File: src/bb3_pkg.sv
// ----------------------------------------------------------------------------
// bb3_pkg: shared types and constants of the 3x3 box blur
// Frame limits, pixel and window types, register indexes and the constant
// divide by nine.
// ----------------------------------------------------------------------------
package bb3_pkg;

  // Frame limits
  localparam int MAX_WIDTH  = 1024;
  localparam int MAX_HEIGHT = 1024;

  // Widths
  localparam int COL_W   = $clog2(MAX_WIDTH);        // column index
  localparam int DIM_W   = 11;                       // frame size registers
  localparam int ROW_W   = $clog2(MAX_HEIGHT + 2);   // input line, runs to height + 1
  localparam int CH_W    = 8;
  localparam int SUM_W   = 12;                       // nine 8-bit values
  localparam int POS_W   = 10;                       // col / row of a result
  localparam int CFG_IDX_W = 1;

  localparam logic [DIM_W-1:0] MAX_WIDTH_D  = DIM_W'(MAX_WIDTH);
  localparam logic [DIM_W-1:0] MAX_HEIGHT_D = DIM_W'(MAX_HEIGHT);
  localparam logic [DIM_W-1:0] WIDTH_RESET  = 11'd800;
  localparam logic [DIM_W-1:0] HEIGHT_RESET = 11'd600;
  localparam logic [CH_W-1:0]  ALPHA_OPAQUE = 8'hFF;

  // ceil(2^16 / 9): exact floor quotient for sums below 2^12
  localparam logic [12:0] RECIP9 = 13'd7282;

  // Register indexes
  localparam logic [CFG_IDX_W-1:0] CFG_FRAME_WIDTH  = 1'b0;
  localparam logic [CFG_IDX_W-1:0] CFG_FRAME_HEIGHT = 1'b1;

  typedef struct packed {
    logic [CH_W-1:0] red;
    logic [CH_W-1:0] green;
    logic [CH_W-1:0] blue;
  } pix_t;

  // One line store entry: two lines above the current one at a column
  typedef struct packed {
    pix_t upper;
    pix_t lower;
  } line_pair_t;

  // One window column, top line first
  typedef struct packed {
    pix_t top;
    pix_t mid;
    pix_t bot;
  } wcol_t;

  typedef struct packed {
    logic clear;
    logic shift;
    logic first;   // column zero: drop the old left columns
  } win_ctrl_t;

  typedef struct packed {
    logic [SUM_W-1:0] red;
    logic [SUM_W-1:0] green;
    logic [SUM_W-1:0] blue;
  } sums_t;

  // Clamp a written frame size into 1 .. limit
  function automatic logic [DIM_W-1:0] clamp_dim(input logic [DIM_W-1:0] v,
                                                 input logic [DIM_W-1:0] limit);
    logic [DIM_W-1:0] r;
    if (v == '0) begin
      r = DIM_W'(1);
    end else if (v > limit) begin
      r = limit;
    end else begin
      r = v;
    end
    return r;
  endfunction

  // Truncating divide by nine through the reciprocal
  function automatic logic [CH_W-1:0] div9(input logic [SUM_W-1:0] x);
    logic [24:0] p;
    p = {13'd0, x} * {12'd0, RECIP9};
    return p[23:16];
  endfunction

endpackage

File: src/bb3_window.sv
// ----------------------------------------------------------------------------
// bb3_window: 3x3 window and neighbourhood sums
// Holds the two older window columns and sums them with the incoming column
// per channel.
// ----------------------------------------------------------------------------
module bb3_window (
  input  logic               clk,
  input  logic               rst,
  input  bb3_pkg::win_ctrl_t ctrl,
  input  bb3_pkg::wcol_t     col_in,
  output bb3_pkg::sums_t     sums
);

  // Left column first, then the middle one; the oldest column is never read again
  bb3_pkg::wcol_t win [2];

  // Sum one window column per channel
  function automatic bb3_pkg::sums_t col_sum(input bb3_pkg::wcol_t c);
    bb3_pkg::sums_t s;
    s.red   = bb3_pkg::SUM_W'(c.top.red)   + bb3_pkg::SUM_W'(c.mid.red)
            + bb3_pkg::SUM_W'(c.bot.red);
    s.green = bb3_pkg::SUM_W'(c.top.green) + bb3_pkg::SUM_W'(c.mid.green)
            + bb3_pkg::SUM_W'(c.bot.green);
    s.blue  = bb3_pkg::SUM_W'(c.top.blue)  + bb3_pkg::SUM_W'(c.mid.blue)
            + bb3_pkg::SUM_W'(c.bot.blue);
    return s;
  endfunction

  bb3_pkg::sums_t s1;
  bb3_pkg::sums_t s2;
  bb3_pkg::sums_t s3;

  // Old left and middle columns, plus the new right column unless it starts a line
  always_comb begin
    s1 = col_sum(win[0]);
    s2 = col_sum(win[1]);
    s3 = ctrl.first ? '0 : col_sum(col_in);
    sums.red   = s1.red   + s2.red   + s3.red;
    sums.green = s1.green + s2.green + s3.green;
    sums.blue  = s1.blue  + s2.blue  + s3.blue;
  end

  // Shift the window, or restart it at the first column of a line
  always_ff @(posedge clk) begin
    if (rst || ctrl.clear) begin
      win[0] <= '0;
      win[1] <= '0;
    end else if (ctrl.shift) begin
      if (ctrl.first) begin
        win[0] <= '0;
      end else begin
        win[0] <= win[1];
      end
      win[1] <= col_in;
    end
  end

endmodule
File: config.mk
export PLATFORM = sky130hd
export DESIGN_NAME = bb3_window
export DESIGN_NICKNAME = d
export VERILOG_FILES = /design/src/bb3_pkg.sv /design/src/bb3_window.sv
export SDC_FILE = /design/constraint.sdc
export NUM_CORES = 1
export LEC_CHECK = 0
export ABC_AREA = 1
export BUFFER_PORTS_ARGS = -buffer_cell sky130_fd_sc_hd__buf_2
export CELL_PAD_IN_SITES_DETAIL_PLACEMENT = 1
export CELL_PAD_IN_SITES_GLOBAL_PLACEMENT = 1
export CORE_ASPECT_RATIO = 0.75
export CORE_MARGIN = 2
export CORE_UTILIZATION = 48
export CTS_CLUSTER_DIAMETER = 100
export CTS_CLUSTER_SIZE = 10
export DETAILED_ROUTE_END_ITERATION = 7
export GPL_TIMING_DRIVEN = 1
export PLACE_DENSITY_LB_ADDON = 0.1
export SETUP_SLACK_MARGIN = 0.5
export SLEW_MARGIN = 20
export SYNTH_ARGS = -nofsm -noshare
export SYNTH_HDL_FRONTEND = slang
export SYNTH_SLANG_ARGS = --single-unit
File: constraint.sdc
create_clock -name clk -period 6.1 [get_ports clk]
set_input_delay 0.305 -clock clk [delete_from_list [all_inputs] [get_ports clk]]
set_output_delay 0.305 -clock clk [all_outputs]
set_load 0.005 [all_outputs]
==> impl_metrics.json <==
{
  "grt_pass1_wl_mm": 45.4,
  "setup_tns_ns": 0,
  "min_period_ns": 5.43,
  "fmax_mhz": 184,
  "synth-seq-cells": 144,
  "syn_inst": 1246,
  "critPathMaxFanout": 3,
  "r2r_end": "win[0][53]",
  "postLayoutSetupSlackWorst_ns": 0.667,
  "irDropWorstVdd_mv": 0.474,
  "synth_area_leaders": "edfxtp_1 (35%), fa_1 (23%), inv_1 (12%), ha_1 (7.3%), nand2_1 (5.5%)",
  "r2r_cells": 2,
  "finalHoldViolCount": 0,
  "std_cell_rows": 50,
  "hold_class": "in -> reg",
  "htree_levels": 4,
  "required_ns": 5.79,
  "cts_made_buffers": 17,
  "syn_nets": 1539,
  "routedWlPerCell_um": 16.1,
  "netlist_area_um2": 12300,
  "slew_headroom_pct": 28.4,
  "crit_arrival_ns": 5.13,
  "post_synth.cell_area_avg_um2": 9.89,
  "area_growth_pct": 13.2,
  "cts_max_path_buffers": 2,
  "die_y_um": 143,
  "io_pins": 113,
  "ys_top_cells_by_count": "inv_1 (385), nand2_1 (179), edfxtp_1 (144), fa_1 (144), nor2_1 (110)",
  "drive_gt1_share_pct": 19.9,
  "end_kind": "output pin",
  "synth_top_area_share_pct": 35.1,
  "gp_congestion": 0.846,
  "status": "completed",
  "cts.sinks": 144,
  "nets": 1655,
  "core-area_um2": 25100,
  "dp_slack_ns": 0.341,
  "postCtsHoldBufs": 0,
  "die_w_um": 189,
  "largest_reg_flops": 144,
  "r2r_start": "win[0][125]",
  "drc_errors": 0,
  "wl_mm": 27.6,
  "finalCritPeriodShare_pct": 89.1,
  "clockRootBuffer": "clkbuf_16",
  "yosysMostFrequentCell": "inv_1",
  "drtAntennaViolNets": 0,
  "gr-usage-all-layers_pct": 22.1,
  "fin_skew_ns": 0.00873,
  "yosys_warnings": 0,
  "port_buffers": 112,
  "grt_max_degree": 73,
  "cts_tree": "built",
  "cp-endpoint": "sums[35]",
  "drt-pass1-iter-count": 5,
  "ys.flop_type": "edfxtp_1",
  "cp-startpoint": "col_in[65]",
  "regArea_um2": 4320,
  "slew_viol_final": 0,
  "drt_iter0_drc": 312,
  "dpl.hpwl_mm": 21.4,
  "synth_edf_count": 144,
  "rrSetupSlack_ns": 5.19,
  "tightest_slew_ns": 1.07,
  "power_density_nw_per_um2": 413,
  "grt_setup_unrepaired": "true",
  "vias_per_cell": 4.74,
  "total_power_uw": 5760,
  "clkTransAtPathRegs_ns": 0.06,
  "fillCellCount": 2879,
  "yosysTopAreaCell": "edfxtp_1",
  "crit_type": "in -> out",
  "regMostFlops": "win",
  "multi_input_area_um2": 6600,
  "clk_latency_ns": 0.43,
  "p_leak_uw": 0.00672,
  "antenna_found_initial": 1,
  "grt_pass1_vias": 8886,
  "dieArea_um2": 27000,
  "start_util_pct": 49.1,
  "yosysSeqAreaShare_pct": 35.1,
  "synth_cell_type_count": 24,
  "ys_async_sr_fraction_pct": 0,
  "gr-total-overflow": 0,
  "crit_path_start_kind": "primary input",
  "vias": 8119,
  "setup_violations": 0,
  "reg.largest.list": "win: 144 flops",
  "cap_viol_max_count": 0
}
critical path, stage by stage:
cell	delay [ns]
buf_2	0.11
inv_1	0.10
fa_1	0.43
inv_1	0.08
ha_2	0.18
inv_1	0.05
fa_1	0.42
or2_2	0.29
fa_1	0.52
fa_1	0.44
fa_1	0.51
fa_1	0.53
inv_1	0.08
fa_2	0.40
nand3_1	0.11
nand2_2	0.10
a21oi_4	0.17
inv_1	0.07
nand2_1	0.06
nand2_1	0.05
buf_2	0.12
cells by family (layout without fill, tap and decap cells):
kind of cell    after synthesis  in the layout  share of synthesized area (%)
fa+ha+maj                   216            216                           30.7
other cells                   0              1                              0
xor+xnor                     12             12                          0.853
buf+inv                     404            533                           13.7
flops                       144            144                           35.1
compound gates               54             54                           2.35
simple gates                416            416                           17.3
metrics by stage:
step / hold slack, ns / instance area (um^2) / cells / util (%)
final: 0.190 / 13900 / 1714 / 55.6
after global routing: 0.182 / 13900 / 1714 / 55.6
after global placement: 0.564 / 13100 / 1679 / 52.2
after floorplan: 0.513 / 12300 / 1246 / -
after CTS: 0.168 / 13700 / 1711 / 54.6
after detailed placement: 0.574 / 13100 / 1679 / 52.2
metal layers:
metal	vias up	routed length, um	track usage, %
li1	3941	-	-
met1	4052	13300	30.7
met2	108	13200	36.4
met3	18	937	4.30
met4	0	181	4.24
met5	-	0	0
how the worst min path moves through the flow:
stage | start | to | slack, ns | cells past startpoint
after global placement | win[0][121] | win[0][49] | 0.56 | 2
after detailed placement | win[0][97] | win[0][25] | 0.57 | 2
final | col_in[49] | win[0][121] | 0.19 | 3
after global routing | col_in[49] | win[0][121] | 0.18 | 3
after CTS | col_in[49] | win[0][121] | 0.17 | 3
after floorplan | col_in[53] | win[0][125] | 0.51 | 2
what timing repair did:
action,CTS,global route
setup buffers,0,2
pin swaps,10,18
setup endpoints to repair,9,18
resized for setup,18,57
report_power, final:
part           switching (uW)  internal [uW]
sequential               32.5           1150
combinational            2020           1510
clock                     442            601
total                    2500           3270
area by class of cell:
| class | count | area share (%) |
|---|---|---|
| Timing Repair Buffer | 115 | 4.18 |
| Tap cell | 338 | 3.03 |
| Sequential cell | 144 | 31.0 |
| Clock buffer | 18 | 3.08 |
| Multi-Input combinational cell | 698 | 47.3 |
| Inverter | 386 | 10.4 |
| Antenna cell | 1 | 0.0179 |
| Clock inverter | 14 | 1.01 |
layout by cell type, fill, tap and decap left out, types with 12 or more instances in the layout:
cell       Yosys  final
a21oi_1       36     31
buf_2          3    112
clkbuf_16      0     17
edfxtp_1     144    144
fa_1         144    136
ha_1          72     56
inv_1        385    372
inv_2          0     13
nand2_1      179    170
nand3_1       45     37
nand4_1       12     12
nor2_1       110    107
nor2_4        59     59
xor2_1        12     12
Note: power is estimated with default switching activity, not from simulation.
